<file path="config.mk">
export PLATFORM = sky130hd
export DESIGN_NAME = usb_control_request_responder
export DESIGN_NICKNAME = d
export VERILOG_FILES = /design/src/usbcr_pkg.sv /design/src/usbcr_front.sv /design/src/usbcr_job_queue.sv /design/src/usbcr_back.sv /design/src/usb_control_request_responder.sv
export SDC_FILE = /design/constraint.sdc
export NUM_CORES = 1
export LEC_CHECK = 0
export BUFFER_PORTS_ARGS = -buffer_cell sky130_fd_sc_hd__buf_4
export CAP_MARGIN = 20
export CORE_ASPECT_RATIO = 1.5
export CORE_UTILIZATION = 65
export DETAILED_ROUTE_END_ITERATION = 12
export HOLD_SLACK_MARGIN = 0.1
export PLACE_DENSITY = 0.88
export SLEW_MARGIN = 20
export SYNTH_ARGS = -nofsm -noshare
export SYNTH_HDL_FRONTEND = slang
export SYNTH_SLANG_ARGS = --single-unit
</file>
<file path="constraint.sdc">
create_clock -name aclk -period 9.13 [get_ports aclk]
set_input_delay 1.826 -clock aclk [delete_from_list [all_inputs] [get_ports aclk]]
set_output_delay 1.826 -clock aclk [all_outputs]
set_load 0.1 [all_outputs]
</file>
<file path="src/usbcr_pkg.sv">
// Shared definitions for the endpoint-zero request responder.
// Event and result codes, the queued job record and the descriptor ROM.
// No dependencies.
`default_nettype none

package usbcr_pkg;

    localparam int EP0_PACKET_SIZE_DEF = 8;
    localparam int QUEUE_DEPTH         = 2;

    // Event codes
    localparam logic [2:0] OP_SETUP   = 3'd0;
    localparam logic [2:0] OP_TX_DONE = 3'd1;
    localparam logic [2:0] OP_BUS_RST = 3'd2;
    localparam logic [2:0] OP_SUSPEND = 3'd3;
    localparam logic [2:0] OP_RESUME  = 3'd4;

    // Result kinds
    localparam logic [1:0] KIND_STATUS = 2'd0;
    localparam logic [1:0] KIND_DATA   = 2'd1;
    localparam logic [1:0] KIND_ZLP    = 2'd2;
    localparam logic [1:0] KIND_STALL  = 2'd3;

    // Link states
    localparam logic [1:0] ST_UNINIT    = 2'd0;
    localparam logic [1:0] ST_READY     = 2'd1;
    localparam logic [1:0] ST_BUSY      = 2'd2;
    localparam logic [1:0] ST_SUSPENDED = 2'd3;

    // Standard request codes
    localparam logic [7:0] REQ_GET_STATUS    = 8'h00;
    localparam logic [7:0] REQ_CLEAR_FEATURE = 8'h01;
    localparam logic [7:0] REQ_SET_FEATURE   = 8'h03;
    localparam logic [7:0] REQ_SET_ADDRESS   = 8'h05;
    localparam logic [7:0] REQ_GET_DESC      = 8'h06;
    localparam logic [7:0] REQ_GET_CONFIG    = 8'h08;
    localparam logic [7:0] REQ_SET_CONFIG    = 8'h09;
    localparam logic [7:0] REQ_SET_IFACE     = 8'h0B;

    // Descriptor types
    localparam logic [7:0] DT_DEVICE    = 8'd1;
    localparam logic [7:0] DT_CONFIG    = 8'd2;
    localparam logic [7:0] DT_STRING    = 8'd3;
    localparam logic [7:0] DT_QUALIFIER = 8'd6;

    // ROM layout
    localparam logic [6:0] OFF_DEVICE    = 7'd0;
    localparam logic [6:0] OFF_QUALIFIER = 7'd18;
    localparam logic [6:0] OFF_CONFIG    = 7'd28;
    localparam logic [6:0] OFF_LANGS     = 7'd60;
    localparam logic [6:0] OFF_STR1      = 7'd64;
    localparam logic [6:0] OFF_STR2      = 7'd74;
    localparam logic [5:0] SIZE_DEVICE   = 6'd18;
    localparam logic [5:0] SIZE_QUAL     = 6'd10;
    localparam logic [5:0] SIZE_CONFIG   = 6'd32;
    localparam logic [5:0] SIZE_LANGS    = 6'd4;
    localparam logic [5:0] SIZE_STRING   = 6'd10;

    typedef struct packed {
        logic [6:0] device_address;
        logic       address_enabled;
        logic       configured;
        logic [1:0] device_state;
    } usbcr_status_t;

    // One queued answer: a single result, or a packet of cnt data bytes
    typedef struct packed {
        logic [1:0]    kind;
        logic          use_rom;
        logic [6:0]    off;
        logic [6:0]    cnt;
        logic [7:0]    b0;
        logic [7:0]    b1;
        usbcr_status_t status;
    } usbcr_job_t;

    function automatic logic [7:0] rom_byte(input logic [6:0] idx, input logic [6:0] pkt);
        logic [7:0] b;
        begin
            case (idx)
                7'd0:  b = 8'd18;
                7'd1:  b = 8'd1;
                7'd3:  b = 8'h20;
                7'd4:  b = 8'd2;
                7'd7:  b = {1'b0, pkt};
                7'd8:  b = 8'h94;
                7'd9:  b = 8'h06;
                7'd11: b = 8'hFF;
                7'd14: b = 8'd1;
                7'd15: b = 8'd2;
                7'd17: b = 8'd1;
                7'd18: b = 8'd10;
                7'd19: b = 8'd6;
                7'd21: b = 8'h20;
                7'd22: b = 8'd2;
                7'd25: b = {1'b0, pkt};
                7'd26: b = 8'd1;
                7'd28: b = 8'h09;
                7'd29: b = 8'd2;
                7'd30: b = 8'h20;
                7'd32: b = 8'd1;
                7'd33: b = 8'd1;
                7'd35: b = 8'h40;
                7'd37: b = 8'h09;
                7'd38: b = 8'd4;
                7'd41: b = 8'h02;
                7'd42: b = 8'hFF;
                7'd43: b = 8'hFF;
                7'd44: b = 8'hFF;
                7'd46: b = 8'd7;
                7'd47: b = 8'd5;
                7'd48: b = 8'h01;
                7'd49: b = 8'h02;
                7'd50: b = 8'd64;
                7'd53: b = 8'd7;
                7'd54: b = 8'd5;
                7'd55: b = 8'h82;
                7'd56: b = 8'h02;
                7'd57: b = 8'd64;
                7'd60: b = 8'd4;
                7'd61: b = 8'd3;
                7'd62: b = 8'h09;
                7'd63: b = 8'h04;
                7'd64: b = 8'd10;
                7'd65: b = 8'd3;
                7'd66: b = 8'h4C;
                7'd68: b = 8'h45;
                7'd70: b = 8'h47;
                7'd72: b = 8'h4F;
                7'd74: b = 8'd10;
                7'd75: b = 8'd3;
                7'd76: b = 8'h4E;
                7'd78: b = 8'h78;
                7'd80: b = 8'h4F;
                7'd82: b = 8'h53;
                default: b = 8'h00;
            endcase
            return b;
        end
    endfunction

endpackage

`default_nettype wire

</file>
<file path="src/usbcr_front.sv">
// Front end: accepts bus events, keeps the device state and turns each
// event into one queued job. Depends on usbcr_pkg.
`default_nettype none

module usbcr_front import usbcr_pkg::*; #(
    parameter int EP0_PACKET_SIZE = EP0_PACKET_SIZE_DEF
) (
    input  wire logic        aclk,
    input  wire logic        aresetn,
    input  wire logic        s_valid,
    input  wire logic [2:0]  s_opcode,
    input  wire logic [7:0]  s_request_type,
    input  wire logic [7:0]  s_request_code,
    input  wire logic [15:0] s_request_value,
    input  wire logic [15:0] s_request_length,
    input  wire logic [1:0]  s_endpoint_number,
    input  wire logic        q_full,
    output logic             s_ready,
    output logic             q_push,
    output usbcr_job_t       q_job
);

    localparam logic [6:0] PKT = 7'(EP0_PACKET_SIZE);

    logic [1:0] link_reg,   link_next;
    logic [1:0] saved_reg,  saved_next;
    logic [6:0] pend_reg,   pend_next;
    logic [6:0] addr_reg,   addr_next;
    logic       aflag_reg,  aflag_next;
    logic [7:0] cfg_reg,    cfg_next;
    logic [6:0] soff_reg,   soff_next;
    logic [5:0] srem_reg,   srem_next;
    logic       zdue_reg,   zdue_next;

    logic       desc_ok;
    logic [6:0] desc_off;
    logic [5:0] desc_size;
    logic [5:0] desc_len;
    logic [6:0] rom_off;
    logic [5:0] rom_len;
    logic [6:0] pkt;
    logic [6:0] rest;
    logic [1:0] small_len;
    logic       cfg_len;

    assign s_ready = !q_full;
    assign q_push  = s_valid && s_ready;

    // Descriptor lookup
    always_comb begin
        desc_ok   = 1'b1;
        desc_off  = OFF_DEVICE;
        desc_size = SIZE_DEVICE;
        case (s_request_value[15:8])
            DT_DEVICE: begin
                desc_off  = OFF_DEVICE;
                desc_size = SIZE_DEVICE;
            end
            DT_CONFIG: begin
                desc_off  = OFF_CONFIG;
                desc_size = SIZE_CONFIG;
            end
            DT_STRING: begin
                desc_size = SIZE_STRING;
                case (s_request_value[7:0])
                    8'd0: begin
                        desc_off  = OFF_LANGS;
                        desc_size = SIZE_LANGS;
                    end
                    8'd1:    desc_off = OFF_STR1;
                    8'd2:    desc_off = OFF_STR2;
                    default: desc_ok  = 1'b0;
                endcase
            end
            DT_QUALIFIER: begin
                desc_off  = OFF_QUALIFIER;
                desc_size = SIZE_QUAL;
            end
            default: desc_ok = 1'b0;
        endcase
        desc_len = (16'(desc_size) < s_request_length) ? desc_size : s_request_length[5:0];
    end

    // Packet split shared by descriptor reads and continuation packets
    always_comb begin
        if (s_opcode == OP_SETUP) begin
            rom_off = desc_off;
            rom_len = desc_len;
        end else begin
            rom_off = soff_reg;
            rom_len = srem_reg;
        end
        pkt  = ({1'b0, rom_len} < PKT) ? {1'b0, rom_len} : PKT;
        rest = {1'b0, rom_len} - pkt;
    end

    assign small_len = (s_request_length < 16'd2) ? s_request_length[1:0] : 2'd2;
    assign cfg_len   = (s_request_length != 16'd0);

    always_comb begin
        link_next  = link_reg;
        saved_next = saved_reg;
        pend_next  = pend_reg;
        addr_next  = addr_reg;
        aflag_next = aflag_reg;
        cfg_next   = cfg_reg;
        soff_next  = soff_reg;
        srem_next  = srem_reg;
        zdue_next  = zdue_reg;
        q_job         = '0;
        q_job.kind    = KIND_STATUS;
        q_job.cnt     = 7'd1;

        case (s_opcode)
            OP_SETUP: begin
                // a setup drops any continuation packets and padding still owed
                soff_next = '0;
                srem_next = '0;
                zdue_next = 1'b0;
                case (s_request_code)
                    REQ_GET_STATUS: begin
                        link_next = ST_BUSY;
                        if (small_len == 2'd0) begin
                            q_job.kind = KIND_ZLP;
                        end else begin
                            q_job.kind = KIND_DATA;
                            q_job.cnt  = {5'd0, small_len};
                            q_job.b0   = {7'd0, (s_request_type[3:0] == 4'd0)};
                        end
                    end
                    REQ_CLEAR_FEATURE, REQ_SET_FEATURE, REQ_SET_IFACE: begin
                        link_next  = ST_BUSY;
                        q_job.kind = KIND_ZLP;
                    end
                    REQ_SET_ADDRESS: begin
                        link_next  = ST_BUSY;
                        q_job.kind = KIND_ZLP;
                        pend_next  = s_request_value[6:0];
                        if (s_request_value[6:0] == 7'd0) begin
                            addr_next  = '0;
                            aflag_next = 1'b0;
                        end
                    end
                    REQ_GET_DESC: begin
                        if (!desc_ok) begin
                            link_next  = ST_UNINIT;
                            q_job.kind = KIND_STALL;
                        end else begin
                            link_next = ST_BUSY;
                            if (rest != 7'd0) begin
                                soff_next = rom_off + pkt;
                                srem_next = rest[5:0];
                            end
                            if (pkt == 7'd0) begin
                                q_job.kind = KIND_ZLP;
                            end else begin
                                q_job.kind    = KIND_DATA;
                                q_job.use_rom = 1'b1;
                                q_job.off     = rom_off;
                                q_job.cnt     = pkt;
                            end
                            // pad with a zero-length packet after the full configuration
                            if (s_request_value[15:8] == DT_CONFIG
                                && s_request_length > 16'(SIZE_CONFIG)) begin
                                zdue_next = 1'b1;
                            end
                        end
                    end
                    REQ_GET_CONFIG: begin
                        link_next = ST_BUSY;
                        if (!cfg_len) begin
                            q_job.kind = KIND_ZLP;
                        end else begin
                            q_job.kind = KIND_DATA;
                            q_job.b0   = cfg_reg;
                        end
                    end
                    REQ_SET_CONFIG: begin
                        cfg_next   = s_request_value[7:0];
                        link_next  = ST_READY;
                        q_job.kind = KIND_ZLP;
                    end
                    default: begin
                        link_next  = ST_UNINIT;
                        q_job.kind = KIND_STALL;
                    end
                endcase
            end
            OP_TX_DONE: begin
                link_next = ST_READY;
                // apply the new address once its acknowledge has gone out
                if (pend_reg != 7'd0) begin
                    addr_next  = pend_reg;
                    aflag_next = 1'b1;
                    pend_next  = '0;
                end
                if (s_endpoint_number == 2'd0 && srem_reg != 6'd0) begin
                    link_next = ST_BUSY;
                    if (rest != 7'd0) begin
                        soff_next = rom_off + pkt;
                        srem_next = rest[5:0];
                    end else begin
                        soff_next = '0;
                        srem_next = '0;
                    end
                    q_job.kind    = KIND_DATA;
                    q_job.use_rom = 1'b1;
                    q_job.off     = rom_off;
                    q_job.cnt     = pkt;
                end else if (s_endpoint_number == 2'd0 && zdue_reg) begin
                    zdue_next  = 1'b0;
                    link_next  = ST_BUSY;
                    soff_next  = '0;
                    srem_next  = '0;
                    q_job.kind = KIND_ZLP;
                end
            end
            OP_BUS_RST: begin
                link_next  = ST_UNINIT;
                pend_next  = '0;
                addr_next  = '0;
                aflag_next = 1'b0;
                cfg_next   = '0;
                soff_next  = '0;
                srem_next  = '0;
                zdue_next  = 1'b0;
            end
            OP_SUSPEND: begin
                saved_next = link_reg;
                link_next  = ST_SUSPENDED;
            end
            OP_RESUME: begin
                link_next = saved_reg;
            end
            default: begin
            end
        endcase

        q_job.status.device_address  = addr_next;
        q_job.status.address_enabled = aflag_next;
        q_job.status.configured      = (cfg_next != 8'd0);
        q_job.status.device_state    = link_next;
    end

    always_ff @(posedge aclk) begin
        if (!aresetn) begin
            link_reg  <= ST_UNINIT;
            saved_reg <= ST_UNINIT;
            pend_reg  <= '0;
            addr_reg  <= '0;
            aflag_reg <= 1'b0;
            cfg_reg   <= '0;
            soff_reg  <= '0;
            srem_reg  <= '0;
            zdue_reg  <= 1'b0;
        end else if (q_push) begin
            link_reg  <= link_next;
            saved_reg <= saved_next;
            pend_reg  <= pend_next;
            addr_reg  <= addr_next;
            aflag_reg <= aflag_next;
            cfg_reg   <= cfg_next;
            soff_reg  <= soff_next;
            srem_reg  <= srem_next;
            zdue_reg  <= zdue_next;
        end
    end

endmodule

`default_nettype wire

</file>
<file path="src/usbcr_job_queue.sv">
// Short job queue between the front and back ends.
// Depends on usbcr_pkg for the job record and depth.
`default_nettype none

module usbcr_job_queue import usbcr_pkg::*; (
    input  wire logic       aclk,
    input  wire logic       aresetn,
    input  wire logic       push,
    input  wire usbcr_job_t push_job,
    input  wire logic       pop,
    output logic            full,
    output logic            not_empty,
    output usbcr_job_t      head_job
);

    localparam int PW = $clog2(QUEUE_DEPTH);
    localparam int CW = $clog2(QUEUE_DEPTH + 1);

    usbcr_job_t     slot_reg [QUEUE_DEPTH];
    logic [PW-1:0]  wr_ptr_reg;
    logic [PW-1:0]  rd_ptr_reg;
    logic [CW-1:0]  count_reg;
    logic           do_push;
    logic           do_pop;

    assign full      = (count_reg == CW'(QUEUE_DEPTH));
    assign not_empty = (count_reg != '0);
    assign head_job  = slot_reg[rd_ptr_reg];
    assign do_push   = push && !full;
    assign do_pop    = pop && not_empty;

    always_ff @(posedge aclk) begin
        if (do_push) begin
            slot_reg[wr_ptr_reg] <= push_job;
        end
    end

    always_ff @(posedge aclk) begin
        if (!aresetn) begin
            wr_ptr_reg <= '0;
            rd_ptr_reg <= '0;
            count_reg  <= '0;
        end else begin
            if (do_push) begin
                wr_ptr_reg <= (wr_ptr_reg == PW'(QUEUE_DEPTH - 1)) ? '0 : wr_ptr_reg + 1'b1;
            end
            if (do_pop) begin
                rd_ptr_reg <= (rd_ptr_reg == PW'(QUEUE_DEPTH - 1)) ? '0 : rd_ptr_reg + 1'b1;
            end
            if (do_push && !do_pop) begin
                count_reg <= count_reg + 1'b1;
            end else if (do_pop && !do_push) begin
                count_reg <= count_reg - 1'b1;
            end
        end
    end

    a_count_bound: assert property (@(posedge aclk) disable iff (!aresetn)
        count_reg <= CW'(QUEUE_DEPTH))
        else $error("job queue count beyond depth");

    a_pop_empties: assert property (@(posedge aclk) disable iff (!aresetn)
        (count_reg == CW'(1) && do_pop && !do_push) |=> !not_empty)
        else $error("job queue not empty after last pop");

    a_push_fills: assert property (@(posedge aclk) disable iff (!aresetn)
        (count_reg == CW'(QUEUE_DEPTH - 1) && do_push && !do_pop) |=> full)
        else $error("job queue not full after filling push");

endmodule

`default_nettype wire

</file>
<file path="src/usbcr_back.sv">
// Back end: takes jobs from the queue and sends their results, one per packet byte or a
// single one for other kinds, with bytes from the descriptor ROM or the job. Depends on usbcr_pkg.
`default_nettype none

module usbcr_back import usbcr_pkg::*; #(
    parameter int EP0_PACKET_SIZE = EP0_PACKET_SIZE_DEF
) (
    input  wire logic       aclk,
    input  wire logic       aresetn,
    input  wire logic       q_not_empty,
    input  wire usbcr_job_t q_head,
    output logic            q_pop,
    output logic            m_valid,
    input  wire logic       m_ready,
    output logic [1:0]      m_result_kind,
    output logic [7:0]      m_data_byte,
    output logic            m_last_of_run,
    output logic [6:0]      m_device_address,
    output logic            m_address_enabled,
    output logic            m_configured,
    output logic [1:0]      m_device_state
);

    localparam logic [6:0] PKT = 7'(EP0_PACKET_SIZE);

    usbcr_job_t     job_reg;
    logic           busy_reg;
    logic [5:0]     idx_reg;
    logic           m_valid_reg;
    logic [1:0]     kind_reg;
    logic [7:0]     byte_reg;
    logic           last_reg;
    usbcr_status_t  status_reg;

    logic           out_load;
    logic           last;
    logic [7:0]     next_byte;

    assign q_pop    = !busy_reg && q_not_empty;
    assign out_load = busy_reg && (!m_valid_reg || m_ready);
    assign last     = ({1'b0, idx_reg} + 7'd1 == job_reg.cnt);

    always_comb begin
        if (job_reg.kind != KIND_DATA) begin
            next_byte = 8'h00;
        end else if (job_reg.use_rom) begin
            next_byte = rom_byte(job_reg.off + {1'b0, idx_reg}, PKT);
        end else begin
            next_byte = idx_reg[0] ? job_reg.b1 : job_reg.b0;
        end
    end

    always_ff @(posedge aclk) begin
        if (q_pop) begin
            job_reg <= q_head;
        end
        if (out_load) begin
            kind_reg   <= job_reg.kind;
            byte_reg   <= next_byte;
            last_reg   <= last;
            status_reg <= job_reg.status;
        end
    end

    always_ff @(posedge aclk) begin
        if (!aresetn) begin
            busy_reg    <= 1'b0;
            idx_reg     <= '0;
            m_valid_reg <= 1'b0;
        end else begin
            if (q_pop) begin
                busy_reg <= 1'b1;
                idx_reg  <= '0;
            end else if (out_load) begin
                // advance through the packet, release the job on its last byte
                if (last) begin
                    busy_reg <= 1'b0;
                end else begin
                    idx_reg <= idx_reg + 1'b1;
                end
            end
            if (out_load) begin
                m_valid_reg <= 1'b1;
            end else if (m_ready) begin
                m_valid_reg <= 1'b0;
            end
        end
    end

    assign m_valid           = m_valid_reg;
    assign m_result_kind     = kind_reg;
    assign m_data_byte       = byte_reg;
    assign m_last_of_run     = last_reg;
    assign m_device_address  = status_reg.device_address;
    assign m_address_enabled = status_reg.address_enabled;
    assign m_configured      = status_reg.configured;
    assign m_device_state    = status_reg.device_state;

    a_single_is_last: assert property (@(posedge aclk) disable iff (!aresetn)
        (m_valid_reg && kind_reg != KIND_DATA) |-> (last_reg && byte_reg == 8'h00))
        else $error("single result not marked last or carries a byte");

    a_idx_in_range: assert property (@(posedge aclk) disable iff (!aresetn)
        busy_reg |-> ({1'b0, idx_reg} < job_reg.cnt))
        else $error("packet index past job length");

    a_release_on_last: assert property (@(posedge aclk) disable iff (!aresetn)
        (busy_reg && out_load && last) |=> (!busy_reg && m_valid_reg && last_reg))
        else $error("job not released after its last result");

endmodule

`default_nettype wire

</file>
<file path="src/usb_control_request_responder.sv">
// Endpoint-zero standard request responder, top level.
// An accepted event is written into the job queue, the back end loads it into its job register,
// and each result is registered at the output. The back end fetches a job only when idle, then
// gives one result per cycle while the receiver keeps m_ready high, so a packet is at most
// EP0_PACKET_SIZE bytes; the front end takes an event whenever the two-entry job queue has room.
// Reset (aresetn low, synchronous): device state, addresses, configuration
// and the send queue clear; no results are pending.
`default_nettype none

module usb_control_request_responder import usbcr_pkg::*; #(
    parameter int EP0_PACKET_SIZE = EP0_PACKET_SIZE_DEF
) (
    input  wire logic        aclk,
    input  wire logic        aresetn,
    input  wire logic        s_valid,
    output logic             s_ready,
    input  wire logic [2:0]  s_opcode,
    input  wire logic [7:0]  s_request_type,
    input  wire logic [7:0]  s_request_code,
    input  wire logic [15:0] s_request_value,
    input  wire logic [15:0] s_request_length,
    input  wire logic [1:0]  s_endpoint_number,
    output logic             m_valid,
    input  wire logic        m_ready,
    output logic [1:0]       m_result_kind,
    output logic [7:0]       m_data_byte,
    output logic             m_last_of_run,
    output logic [6:0]       m_device_address,
    output logic             m_address_enabled,
    output logic             m_configured,
    output logic [1:0]       m_device_state
);

    logic       q_push;
    logic       q_full;
    logic       q_pop;
    logic       q_not_empty;
    usbcr_job_t push_job;
    usbcr_job_t head_job;

    usbcr_front #(
        .EP0_PACKET_SIZE (EP0_PACKET_SIZE)
    ) u_front (
        .aclk              (aclk),
        .aresetn           (aresetn),
        .s_valid           (s_valid),
        .s_opcode          (s_opcode),
        .s_request_type    (s_request_type),
        .s_request_code    (s_request_code),
        .s_request_value   (s_request_value),
        .s_request_length  (s_request_length),
        .s_endpoint_number (s_endpoint_number),
        .q_full            (q_full),
        .s_ready           (s_ready),
        .q_push            (q_push),
        .q_job             (push_job)
    );

    usbcr_job_queue u_queue (
        .aclk      (aclk),
        .aresetn   (aresetn),
        .push      (q_push),
        .push_job  (push_job),
        .pop       (q_pop),
        .full      (q_full),
        .not_empty (q_not_empty),
        .head_job  (head_job)
    );

    usbcr_back #(
        .EP0_PACKET_SIZE (EP0_PACKET_SIZE)
    ) u_back (
        .aclk              (aclk),
        .aresetn           (aresetn),
        .q_not_empty       (q_not_empty),
        .q_head            (head_job),
        .q_pop             (q_pop),
        .m_valid           (m_valid),
        .m_ready           (m_ready),
        .m_result_kind     (m_result_kind),
        .m_data_byte       (m_data_byte),
        .m_last_of_run     (m_last_of_run),
        .m_device_address  (m_device_address),
        .m_address_enabled (m_address_enabled),
        .m_configured      (m_configured),
        .m_device_state    (m_device_state)
    );

endmodule

`default_nettype wire

</file>
---- Yosys cells after proc, flatten, opt, wreduce, memory -nomap -nowiden ----
Memories as Yosys holds them, arrays and structs flattened. A register that Yosys moved wholly into a read port is not among the register bits.
Index checks and enable logic that the tools add are counted.
operators by class
  $lt $le $gt $ge ......................... 4
  eq/ne operators ......................... 25
  reductions and logical operators ........ 46
  add/sub/neg operators ................... 9
  bitwise logic cells ..................... 2
  mux-type cells .......................... 77
operators by type and width
  operator             count
  $pmux 7 s3           5
  $mux 7               11
  $mux 6               8
  $mux 8               6
  $mux 15              3
  $pmux 6 s3           2
  $pmux 17 s2          1
  $eq 8x2->1 const B   4
  $pmux 8 s2           2
  $eq 8x1->1 const B   3
  $eq 8x3->1 const B   3
  $eq 8x4->1 const B   3
  $mux 2               12
  $mux 1               18
  $gt 16x6->1 const B  1
  $logic_not 8->1      2
  $lt 16x2->1 const B  1
  $lt 6x16->1          1
  $reduce_bool 16->1   1
  $logic_not 7->1      2
  $pmux 7 s2           1
  $reduce_bool 7->1    2
  $logic_and 1x1->1    10
  $mux 10              1
  other kinds (40)     60
storage, ports and cells
  logic and storage cells ................. 188
  bits of input ports ..................... 57
  memory bits (writable) .................. 72
  register bits after elaboration ......... 83
  ROM bits ................................ 1,024
  memories ................................ 2
memory list
  memory            depth  width  read ports  clocked after memory_dff  write ports  line                   text
  (name not given)  128    8      1           0                         0            usbcr_pkg.sv:80        case (idx)
  u_queue.slot_reg  2      36     1           1                         1            usbcr_job_queue.sv:19  usbcr_job_t slot_reg [QUEUE_DEPTH];

---- Longest topological paths before layout ----
Gate-level depths: netlist of run 1.
  depth in word-level cells ............... 14
  mapped depth ............................ 23
  mapped depth without buffers ............ 22

---- Cells and area by module ----
From an unflattened synthesis of run 1, not the netlist that was laid out.
second synthesis, totals
  cells, all modules ...................... 922
  area, all modules ....................... 10,506.3 um2
by module, submodules not included
  module           instances  cells an instance  area each (um2)
  usbcr_back       1          338                3,907.5
  usbcr_job_queue  1          162                3,409.5
  usbcr_front      1          422                3,189.3

---- Worst setup path before layout of run 1 ----
No wires, ideal clock.
  path type ............................... input port to flip-flop
  from .................................... in s_request_value[13]
  to ...................................... reg u_front.soff_reg[6]
  setup time .............................. 87 ps
  data required time ...................... 9,043 ps
  stages .................................. 23
  data arrival time ....................... 6,184 ps
  setup slack ............................. 2,859 ps
  cell sequence ........................... nor4_4 -> nand2b_1 -> or4b_4 -> inv_1 -> ha_1 -> and4_1 -> o21a_2 -> o31ai_4 -> mux2i_1 -> a21oi_1 -> or3_4 -> buf_6 -> nor2_1 -> ha_1 -> inv_1 -> fa_1 -> nor2b_1 -> o21ai_0 -> nand2b_1 -> a21o_1 -> a21oi_1 -> xor2_1 -> o31ai_1
between the ends
  cells in the longest elaborated chain, start to end .. 13
  elaborated cells on any way between the ends .. 22
  classes of those cells .................. 2 x add/sub; 2 x order compare; 4 x eq/ne; 12 x mux; 2 x reduce/logical
ends and longest elaborated chain
  what                                             line                                    text
  start: declaration                               usb_control_request_responder.sv:20     input wire logic [15:0] s_request_value,
  $eq 8x3->1 / $eq 8x2->1 (equally long branches)  usbcr_front.sv:54                       case (s_request_value[15:8])
  $pmux 6 s3                                       usbcr_front.sv:54
  $lt 6x16->1                                      usbcr_front.sv:81                       desc_len = (16'(desc_size) < s_request_length) ? desc_size : s_request_length[5:0];
  $mux 6                                           usbcr_front.sv:81
  $mux 6                                           usbcr_front.sv:86                       if (s_opcode == OP_SETUP) begin
  $lt 6x4->1                                       usbcr_front.sv:93                       pkt = ({1'b0, rom_len} < PKT) ? {1'b0, rom_len} : PKT;
  $mux 6                                           usbcr_front.sv:93
  $sub 6x7->7                                      usbcr_front.sv:94                       rest = {1'b0, rom_len} - pkt;
  $reduce_bool 7->1                                usbcr_front.sv:150, usbcr_front.sv:199
  $mux 7                                           usbcr_front.sv:150, usbcr_front.sv:199
  $mux 7                                           usbcr_front.sv:145                      if (!desc_ok) begin
  $mux 7                                           usbcr_front.sv:120                      case (s_request_code)
  $pmux 7 s3 *                                     usbcr_front.sv:114                      case (s_opcode)
  end signal: assignment                           usbcr_front.sv:263                      soff_reg <= soff_next;
  end: declaration                                 usbcr_front.sv:31                       logic [6:0] soff_reg, soff_next;
Every way passes the cells marked *; elsewhere a longest branch is shown, timed or not.
A chain may end at the register's enable or synchronous reset.

---- Worst setup path in the final report of run 1 ----
Same ends and word-level chain as after synthesis.

==> run_results.csv, run 1 <==
group,metric,value,unit
run_status,status,"complete, no violations",
sta,finalMaxSlewViolations,0,
yosys,synth_edf_count,127,
grt,grt_first_pass_wirelength,35600,µm
yosys,synth_cell_type_count,89,
critical_path,crit_type,"in -> reg",
power_and_ir_drop,comb_power_share,38.4,%
grt,grt_pass1_vias,7197,
clock_tree,hold_buffers,0,
cells_and_area,drive_gt1_share,20.5,%
clock_tree,clockRootBuffer,"clkbuf_16",
clock_tree,cts-resized-gates,0,
cells_and_area,design_area,10700,µm²
die,die_w,100,µm
route,firstDrtPassIters,5,
power_and_ir_drop,switchingPower,1240,µW
clock_tree,numCtsBuffers,17,
die,die_h,149,µm
die,fp-row-count,53,
die,start_util,66.6,%
sta,slew_headroom,31.0,%
grt,grt-ovfl-total,0,
power_and_ir_drop,p_seq_share,37.4,%
sta,fin_crit_sh,70.6,%
sta,rsz0062_at_grt,"false",
die,core-area,14100,µm²
power_and_ir_drop,p_per_area,291,nW/µm²
sta,fmax,155,MHz
placement,gp_congestion,0.927,
clock_tree,clk_pin_slew,0.07,ns
grt,grt_usage,31.0,%
power_and_ir_drop,switching_share,39.7,%
grt,antenna_found_initial,0,
yosys,ys_warn_count,0,
route,ant_nets,0,
yosys,async_reset_ff_share,0,%
sta,fin_setup_tns,0,ns
sta,setup_viol,0,
yosys,syn-cell-area,9360,µm²
clock_tree,post_cts_buffers,0,
clock_tree,clock_sinks,180,
sta,hold_viol,0,
grt,grt_max_degree,45,
yosys,synth_flop_cell,"edfxtp_1",
yosys,yosys-top-cells-area,"edfxtp_1 (41%), dfxtp_1 (11%), mux2_2 (4.2%)",
die,io_pins,81,
sta,tightest_slew,1.03,ns
cells_and_area,num_antenna_cells,0,
critical_path,crit_arrival,6.78,ns
power_and_ir_drop,peakVddDrop,0.153,mV
placement,io_buffers,76,
yosys,synth_top_area_share,40.7,%
critical_path,endpoint_kind,"flop",
route,initialDrtViolationCount,409,
worst_hold_path,hold_path_class,"reg -> reg",
yosys,ys_ff_latch,180,
power_and_ir_drop,p_clk_share,24.2,%
critical_path,crit_required,9.46,ns
yosys,synth_area_per_cell,11.0,µm²
placement,dp_hpwl,14900,µm
cells_and_area,syn2layout_area_growth,14.8,%
yosys,seq_area_frac_synth,52.1,%
route,post_drt_wl_per_cell,19.4,µm
critical_path,crit_fanout,10,
yosys,syn_inst,852,
power_and_ir_drop,internal_power,1890,µW
clock_tree,clk_path_buf_depth,2,
run,drv_cap,0,
sta,finClkSkew,0.00839,ns
cells_and_area,nets,1015,
cells_and_area,largest_reg_flops,70,
yosys,synth_area_leader_cell,"edfxtp_1",
placement,dpl_cell_area,10100,µm²
route,vias,7190,
route,wl,22000,µm
sta,finalCriticalPeriod,6.44,ns
clock_tree,htreeDepth,4,
power_and_ir_drop,leakage,0.00402,µW
route,post-route-drc-count,0,
critical_path,worstSetupStartpointType,"primary input",
clock_tree,worstSkewPairLatency,0.42,ns
die,dieArea,14900,µm²
clock_tree,cts_tree,"yes",
route,vias_per_cell,6.34,
[layer usage]
metal / wire [µm] / vias to the layer above / global-route usage (%)
met5: 0 / - / 0
met4: 843 / 0 / 14.1
met3: 1280 / 63 / 4.45
met2: 11400 / 367 / 55.3
met1: 8380 / 3430 / 36.7
li1: - / 3330 / -
[stage by stage]
step / util (%) / hold slack (ns) / setup slack, ns / instances / power (µW)
after global routing: 76.4 / 0.429 / 2.42 / 1134 / 3260
after global placement: 72.1 / 0.401 / 2.50 / 1102 / 2320
after CTS: 76.4 / 0.422 / 2.73 / 1134 / 3110
after detailed placement: 72.1 / 0.405 / 2.36 / 1102 / 2350
after floorplan: - / 0.400 / 2.86 / 857 / 2060
final: 76.4 / 0.421 / 2.69 / 1134 / 3130
[cell usage in the layout (no fill, tap or decap), types with 18 or more instances in the layout]
cell type  count
inv_1         25
mux2_2        35
edfxtp_1     127
xnor2_1       18
a22oi_1       22
o21ai_0       39
a21oi_1       47
nand3_1       19
dfxtp_1       53
ha_1          27
nor2_1        64
buf_4         85
nor2b_1       42
nand2_1       65
[path summary, 6_finish.rpt]
| path | start | endpoint | slack [ns] | depth (start not counted) |
|---|---|---|---|---|
| hold reg to reg | u_back.job_reg[8] | u_back.m_device_address[4] | 0.42 | 0 |
| hold / removal | u_back.job_reg[8] | u_back.m_device_address[4] | 0.42 | 0 |
| setup reg to reg | u_back.idx_reg[0] | u_back.m_data_byte[4] | 5.49 | 11 |
| setup / recovery | s_request_value[13] | u_front.soff_reg[6] | 2.69 | 23 |
[synthesized netlist by cell type, drive strengths merged (8+ instances only)]
master and number:
edfxtp 127, nand2 65, nor2 65, dfxtp 53, a21oi 48, nor2b 43, o21ai 42, mux2 35
ha 27, clkbuf 26, inv 25, a22oi 23, nand3 20, nor3 19, xnor2 19, and2 18
a21o 11, nand2b 11, o31ai 11, xor2 11, nor3b 9, a21boi 8, a32oi 8, mux2i 8
nor4 8
[layout make-up]
| cell class | count | area, µm² |
|---|---|---|
| tap | 192 | 240 |
| multi-input combinational | 619 | 4280 |
| timing repair buffer | 85 | 638 |
| sequential | 180 | 4870 |
| inverter | 26 | 98.8 |
| clock inverter | 15 | 186 |
| clock buffer | 17 | 425 |
| fill | 947 | 3310 |
[power by group through the flow]
stage          clock [µW]  combinational [µW]  sequential (µW)
2_1_floorplan           0                 670             1390
4_1_cts               760                1180             1170
5_1_grt               790                1290             1180
3_5_place_dp            0                1170             1180
6_report              758                1200             1170
3_3_place_gp            0                1150             1170
[critical path, cell delays in order]
cell,delay (ns)
buf_4,0.12
nor4_4,0.40
nand2b_1,0.15
or4b_4,0.53
inv_1,0.07
ha_1,0.27
and4_1,0.23
o21a_2,0.15
o31ai_4,0.33
mux2i_1,0.28
a21oi_1,0.14
or3_4,0.46
nor2_1,0.22
ha_1,0.23
inv_1,0.06
fa_1,0.40
nor2b_1,0.13
o21ai_0,0.08
nand2b_1,0.12
a21o_1,0.13
a21oi_1,0.08
xor2_1,0.15
o31ai_1,0.23
[logic make-up (layout without fill, tap and decap cells)]
group | Yosys count | after routing | share of synthesized area [%]
fa+ha+maj | 29 | 29 | 4.04
buf+inv | 58 | 143 | 2.51
simple gates | 291 | 291 | 17.0
flops | 180 | 180 | 52.1
mux | 43 | 43 | 5.07
other cells | 2 | 7 | 0.0802
compound gates | 219 | 219 | 16.4
xor+xnor | 30 | 30 | 2.81
Power figures use the tool's default switching activity.
==> inputs of run 2 (changes only) <==
--- a/config.mk
+++ b/config.mk
@@ -8,10 +8,10 @@
 export BUFFER_PORTS_ARGS = -buffer_cell sky130_fd_sc_hd__buf_4
 export CAP_MARGIN = 20
 export CORE_ASPECT_RATIO = 1.5
-export CORE_UTILIZATION = 65
+export CORE_UTILIZATION = 54
 export DETAILED_ROUTE_END_ITERATION = 12
 export HOLD_SLACK_MARGIN = 0.1
-export PLACE_DENSITY = 0.88
+export PLACE_DENSITY = 0.78
 export SLEW_MARGIN = 20
 export SYNTH_ARGS = -nofsm -noshare
 export SYNTH_HDL_FRONTEND = slang
==> constraint.sdc (replaced) <==
create_clock -name aclk -period 5.4 [get_ports aclk]
set_input_delay 1.08 -clock aclk [delete_from_list [all_inputs] [get_ports aclk]]
set_output_delay 1.08 -clock aclk [all_outputs]
set_load 0.1 [all_outputs]
==> run 2 against run 1 <==
Net effect: non-clock buffer count is 34 higher; sequential power is 68% higher; combinational power is 69% higher; register-to-register slack worse by 3.7 ns; sequential cell count stayed put; design area is 2.9% higher; wire length is 5.0% lower; critical path depth stayed put; critical endpoint unchanged; largest cell class unchanged; highest routed layer unchanged.
==> run_results.csv, run 2 (synthesis results as in run 1) <==
group,metric,value,unit
critical_path,endpoint_kind,"flop",
power_and_ir_drop,p_per_area,472,nW/µm²
critical_path,path_common_cell,"nand2b_1",
route,post-route-drc-count,0,
critical_path,crit_required,5.72,ns
die,dieArea,17900,µm²
die,die_h,163,µm
critical_path,crit_type,"in -> reg",
critical_path,crit_arrival,5.45,ns
route,vias_per_cell,6.03,
sta,slew_headroom,25.3,%
route,initialDrtViolationCount,531,
die,core-area,16800,µm²
sta,finalCriticalPeriod,5.14,ns
clock_tree,clk_path_buf_depth,2,
critical_path,critPathTopFamily,"simple AND/OR/NAND/NOR gates",
placement,pre_cts_ws,-0.174,ns
sta,setup_viol,0,
cells_and_area,largest_reg_flops,70,
cells_and_area,syn2layout_area_growth,18.1,%
sta,fin_setup_tns,0,ns
die,fp-row-count,58,
clock_tree,worstSkewPairLatency,0.43,ns
placement,dp_hpwl,14900,µm
cells_and_area,layout_common_cells,"edfxtp_1 (127), buf_4 (119), nand2_1 (65), nor2_1 (63), dfxtp_1 (53)",
power_and_ir_drop,leakage,0.00415,µW
sta,finClkSkew,0.0194,ns
sta,fin_crit_sh,95.1,%
clock_tree,numCtsBuffers,17,
sta,setup_slack,0.264,ns
route,wl,20900,µm
route,vias,7147,
die,io_pins,81,
critical_path,cp_slowest_cell,"or4b_4",
die,start_util,55.6,%
grt,grt_pass1_vias,6827,
clock_tree,hold_buffers,0,
grt,grt_max_degree,45,
run,drv_cap,0,
worst_hold_path,hold_path_class,"reg -> reg",
clock_tree,cts_tree,"yes",
run_status,status,"complete, no violations",
cells_and_area,nets,1049,
grt,grt_first_pass_wirelength,33000,µm
sta,finalMaxSlewViolations,0,
critical_path,crit_fanout,5,
sta,rsz0062_at_grt,"false",
clock_tree,clockRootBuffer,"clkbuf_16",
route,firstDrtPassIters,5,
critical_path,worstSetupStartpointType,"primary input",
critical_path,worstPathCellList,"buf_4 -> nor4_4 -> nand2b_1 -> or4b_4 -> inv_2 -> ha_4 -> and4_1 -> o21a_2 -> o31ai_4 -> mux2i_2 -> a21oi_2 -> or3_4 -> nor2_4 -> ha_1 -> inv_1 -> fa_2 -> nor2b_2 -> o21ai_0 -> nand2b_1 -> a21o_1 -> a21oi_1 -> xor2_1 -> o31ai_1",
critical_path,critPathBufInv,3,
clock_tree,clk_pin_slew,0.08,ns
cells_and_area,drive_gt1_share,24.4,%
power_and_ir_drop,power,5220,µW
grt,grt_usage,24.2,%
grt,antenna_found_initial,0,
clock_tree,htreeDepth,4,
placement,io_buffers,76,
power_and_ir_drop,peakVddDrop,0.423,mV
critical_path,max_stage_delay,0.51,ns
sta,hold_viol,0,
route,ant_nets,0,
sta,tightest_slew,1.11,ns
route,post_drt_wl_per_cell,17.6,µm
die,die_w,110,µm
clock_tree,clock_sinks,180,
cells_and_area,layout_commonest_cell,"edfxtp_1",
cells_and_area,num_antenna_cells,0,
sta,fmax,195,MHz
grt,grt-ovfl-total,0,
placement,gp_congestion,0.915,
==> run 2: path summary, 6_finish.rpt <==
check / start / to / slack (ns) / cells after the start
setup / recovery: s_request_value[14] / u_front.soff_reg[6] / 0.26 / 23
hold reg to reg: u_back.job_reg[6] / u_back.m_device_address[2] / 0.43 / 0
setup reg to reg: u_back.idx_reg[0] / u_back.m_data_byte[4] / 1.79 / 11
hold / removal: u_back.job_reg[6] / u_back.m_device_address[2] / 0.43 / 0
==> run 2: timing repair <==
| action | in CTS | in global routing |
|---|---|---|
| setup endpoints to repair | 0 | 1 |
| resized for setup | 0 | 8 |
| buffers inserted | 0 | 1 |
==> run 2: metal layers <==
layer | wire length (µm) | part of all wire [%] | global-route usage, % | vias to the layer above
met5 | 0 | 0 | 0 | -
met4 | 744 | 3.6 | 12.2 | 0
met3 | 949 | 4.5 | 3.39 | 53
met2 | 11000 | 53 | 44.0 | 275
met1 | 8150 | 39 | 27.1 | 3415
li1 | - | - | - | 3404
==> run 2: per-stage QoR <==
stage,util (%),area [µm²],hold slack (ns),instances
2_1_floorplan,-,9390,0.400,857
3_3_place_gp,61.9,10400,0.402,1153
3_5_place_dp,61.9,10400,0.406,1153
4_1_cts,65.4,11000,0.421,1185
5_1_grt,65.7,11100,0.431,1186
6_report,65.7,11100,0.425,1186
==> run 2: layout make-up <==
class,count,area (µm²)
fillers,1307,5780
flip-flops and latches,180,4870
multi-input cells,619,4330
repair buffers,119,893
clock buffers,17,425
well taps,210,263
clock inverters,15,175
inverters,26,98.8
==> run 2: power breakdown <==
part	total, µW	leakage [µW]	switching [µW]	internal [µW]
clock	1220	0.000291	594	629
sequential	1970	0.00163	118	1850
combinational	2030	0.00223	1390	640
total	5220	0.00415	2100	3120
==> inputs of run 3 (changes only) <==
--- a/config.mk
+++ b/config.mk
@@ -5,12 +5,14 @@
 export SDC_FILE = /design/constraint.sdc
 export NUM_CORES = 1
 export LEC_CHECK = 0
-export BUFFER_PORTS_ARGS = -buffer_cell sky130_fd_sc_hd__buf_4
+export ABC_AREA = 1
 export CAP_MARGIN = 20
 export CORE_ASPECT_RATIO = 1.5
-export CORE_UTILIZATION = 54
+export CORE_UTILIZATION = 58
 export DETAILED_ROUTE_END_ITERATION = 12
+export DONT_BUFFER_PORTS = 1
 export HOLD_SLACK_MARGIN = 0.1
+export MAX_ROUTING_LAYER = met4
 export PLACE_DENSITY = 0.78
 export SLEW_MARGIN = 20
 export SYNTH_ARGS = -nofsm -noshare
==> run 3 against run 2 <==
Net effect: count of clock-buffer cells in the layout unchanged; register-to-register slack better by 0.09 ns; design area down 6.4%; non-clock buffer count down 110; combinational power about the same; final cell count up 12%; clock power up 7%; die area down 5.8%; via count up 4.6%; first-iteration DRC count down 27%; critical path type unchanged; largest cell class unchanged.
==> run_results.csv, run 3 <==
group,metric,value,unit
run_status,status,"complete, no violations",
route,initialDrtViolationCount,389,
yosys,syn-cell-area,9460,µm²
die,start_util,60.0,%
critical_path,crit_required,5.77,ns
yosys,synth_commonest_cells,"nand2_1 (290), inv_1 (130), edfxtp_1 (127)",
cells_and_area,design_area,10300,µm²
placement,dpl_cell_area,9700,µm²
critical_path,cp_slowest_cell,"fa_1",
placement,io_buffers,0,
cells_and_area,nets,1200,
critical_path,endpoint_kind,"flop",
clock_tree,htreeDepth,4,
worst_hold_path,hp-start,"u_back.job_reg[4]",
clock_tree,clk_path_buf_depth,2,
sta,setup_slack,0.757,ns
yosys,yosys-top-cells-area,"edfxtp_1 (40%), nand2_1 (12%), dfxtp_1 (11%)",
sta,finClkSkew,0.0129,ns
die,core-area,15800,µm²
run,drv_cap,0,
placement,dp_hpwl,15300,µm
worst_hold_path,hold_path_class,"reg -> reg",
cells_and_area,stdcell_count,1330,
critical_path,worstSetupStartpointType,"primary input",
route,post-route-drc-count,0,
power_and_ir_drop,peakVddDrop,0.339,mV
sta,finalCriticalPeriod,4.64,ns
sta,fmax,215,MHz
grt,grt_first_pass_wirelength,34100,µm
yosys,synth_cell_type_count,54,
sta,finalMaxSlewViolations,0,
clock_tree,clock_sinks,180,
placement,dp_cells,1297,
placement,gp_congestion,0.952,
yosys,synth_flop_cell,"edfxtp_1",
critical_path,reg2reg_depth,14,
cells_and_area,largest_reg_flops,70,
yosys,syn_inst,1107,
clock_tree,worstSkewPairLatency,0.43,ns
route,firstDrtPassIters,5,
critical_path,crit_arrival,5.01,ns
die,dieArea,16800,µm²
yosys,synth_edf_count,127,
critical_path,r2r_slack,1.88,ns
sta,rsz0062_at_grt,"false",
grt,grt_usage,26.9,%
critical_path,max_stage_delay,0.40,ns
yosys,seq_area_frac_synth,51.5,%
sta,setup_viol,0,
placement,pre_cts_ws,0.384,ns
sta,fin_crit_sh,86.0,%
power_and_ir_drop,leakage,0.00425,µW
die,die_h,158,µm
die,io_pins,81,
power_and_ir_drop,p_per_area,568,nW/µm²
yosys,async_reset_ff_share,0,%
worst_hold_path,hold_depth,0,
yosys,synth_top_area_share,40.3,%
yosys,synthMostInstantiatedCell,"nand2_1",
grt,antenna_found_initial,0,
clock_tree,cts_tree,"yes",
clock_tree,cts-resized-gates,0,
critical_path,reg2reg_to,"u_back.m_data_byte[6]",
grt,grt_max_degree,39,
cells_and_area,syn2layout_area_growth,9.43,%
route,vias_per_cell,5.62,
clock_tree,numCtsBuffers,17,
clock_tree,clk_pin_slew,0.08,ns
cells_and_area,layout_common_cells,"nand2_1 (290), inv_1 (130), edfxtp_1 (127), nor2_1 (81), a21oi_1 (81)",
die,fp-row-count,56,
critical_path,reg2reg_from,"u_back.idx_reg[0]",
clock_tree,hold_buffers,0,
route,vias,7475,
clock_tree,clockRootBuffer,"clkbuf_16",
critical_path,crit_fanout,10,
die,die_w,106,µm
sta,hold_viol,0,
sta,fin_setup_tns,0,ns
route,wl,21000,µm
yosys,synth_area_leader_cell,"edfxtp_1",
grt,grt-ovfl-total,0,
route,post_drt_wl_per_cell,15.8,µm
clock_tree,post_cts_buffers,0,
grt,grt_pass1_vias,7261,
yosys,ys_ff_latch,180,
cells_and_area,drive_gt1_share,8.61,%
sta,slew_headroom,32.0,%
critical_path,path_common_cell,"nand2_1",
worst_hold_path,holdPathEnd,"u_back.m_device_address[0]",
yosys,ys_warn_count,0,
cells_and_area,final_util,65.7,%
cells_and_area,num_antenna_cells,0,
route,ant_nets,0,
critical_path,crit_type,"in -> reg",
cells_and_area,layout_commonest_cell,"nand2_1",
sta,tightest_slew,1.02,ns
yosys,synth_area_per_cell,8.54,µm²
## run 3: how the worst max path moves through the flow
stage,startpoint,to,slack [ns]
global placement,s_request_value[13],u_front.soff_reg[6],0.40
floorplan,s_request_value[13],u_front.soff_reg[6],0.98
global route,s_request_value[13],u_front.soff_reg[6],0.28
CTS,s_request_value[13],u_front.soff_reg[6],0.79
detailed placement,s_request_value[13],u_front.soff_reg[6],0.38
finish,s_request_value[13],u_front.soff_reg[6],0.76
## run 3: report_power, final
group	switching (µW)	internal, µW	leakage [µW]
Clock	644	652	0.000308
Sequential	594	1950	0.00164
Combinational	1440	596	0.00230
## run 3: logic make-up after synthesis
group / after synthesis / synth area share [%]
flip-flops: 180 / 51.5
adder cells (fa/ha/maj): 29 / 4.00
buffers and inverters: 171 / 6.95
AND/OR/NAND/NOR: 501 / 23.5
AO/OA/AOI/OAI: 206 / 12.2
other: 2 / 0.0794
XOR/XNOR: 18 / 1.83
## run 3: area by class of cell
cell class	instances	area, µm²
fill	1272	5420
sequential	180	4870
multi-input combinational	761	3960
inverter	145	549
clock buffer	17	425
tap	203	254
clock inverter	15	210
timing repair buffer	9	75.1
## run 3: layer usage
metal	global-route usage (%)	routed length (µm)	vias up
met3	4.18	1070	48
met5	-	0	-
met2	48.2	11100	248
met4	13.0	708	0
met1	29.0	8120	3462
li1	-	-	3717
## run 3: worst max-delay path, delay by kind of cell
kind                       cells  cell delay, ns
xor gates and xnor gates       1            0.16
adders and majority gates      3            0.89
and+or+nand+nor               18            2.06
AOI/OAI and AO/OA              3            0.43
buffers and inverters          5            0.35
## run 3: metrics by stage
step	hold slack, ns	total power [µW]
3_5_place_dp	0.407	4570
6_report	0.420	5880
3_3_place_gp	0.403	4520
5_1_grt	0.432	6250
2_1_floorplan	0.400	4060
4_1_cts	0.419	5880
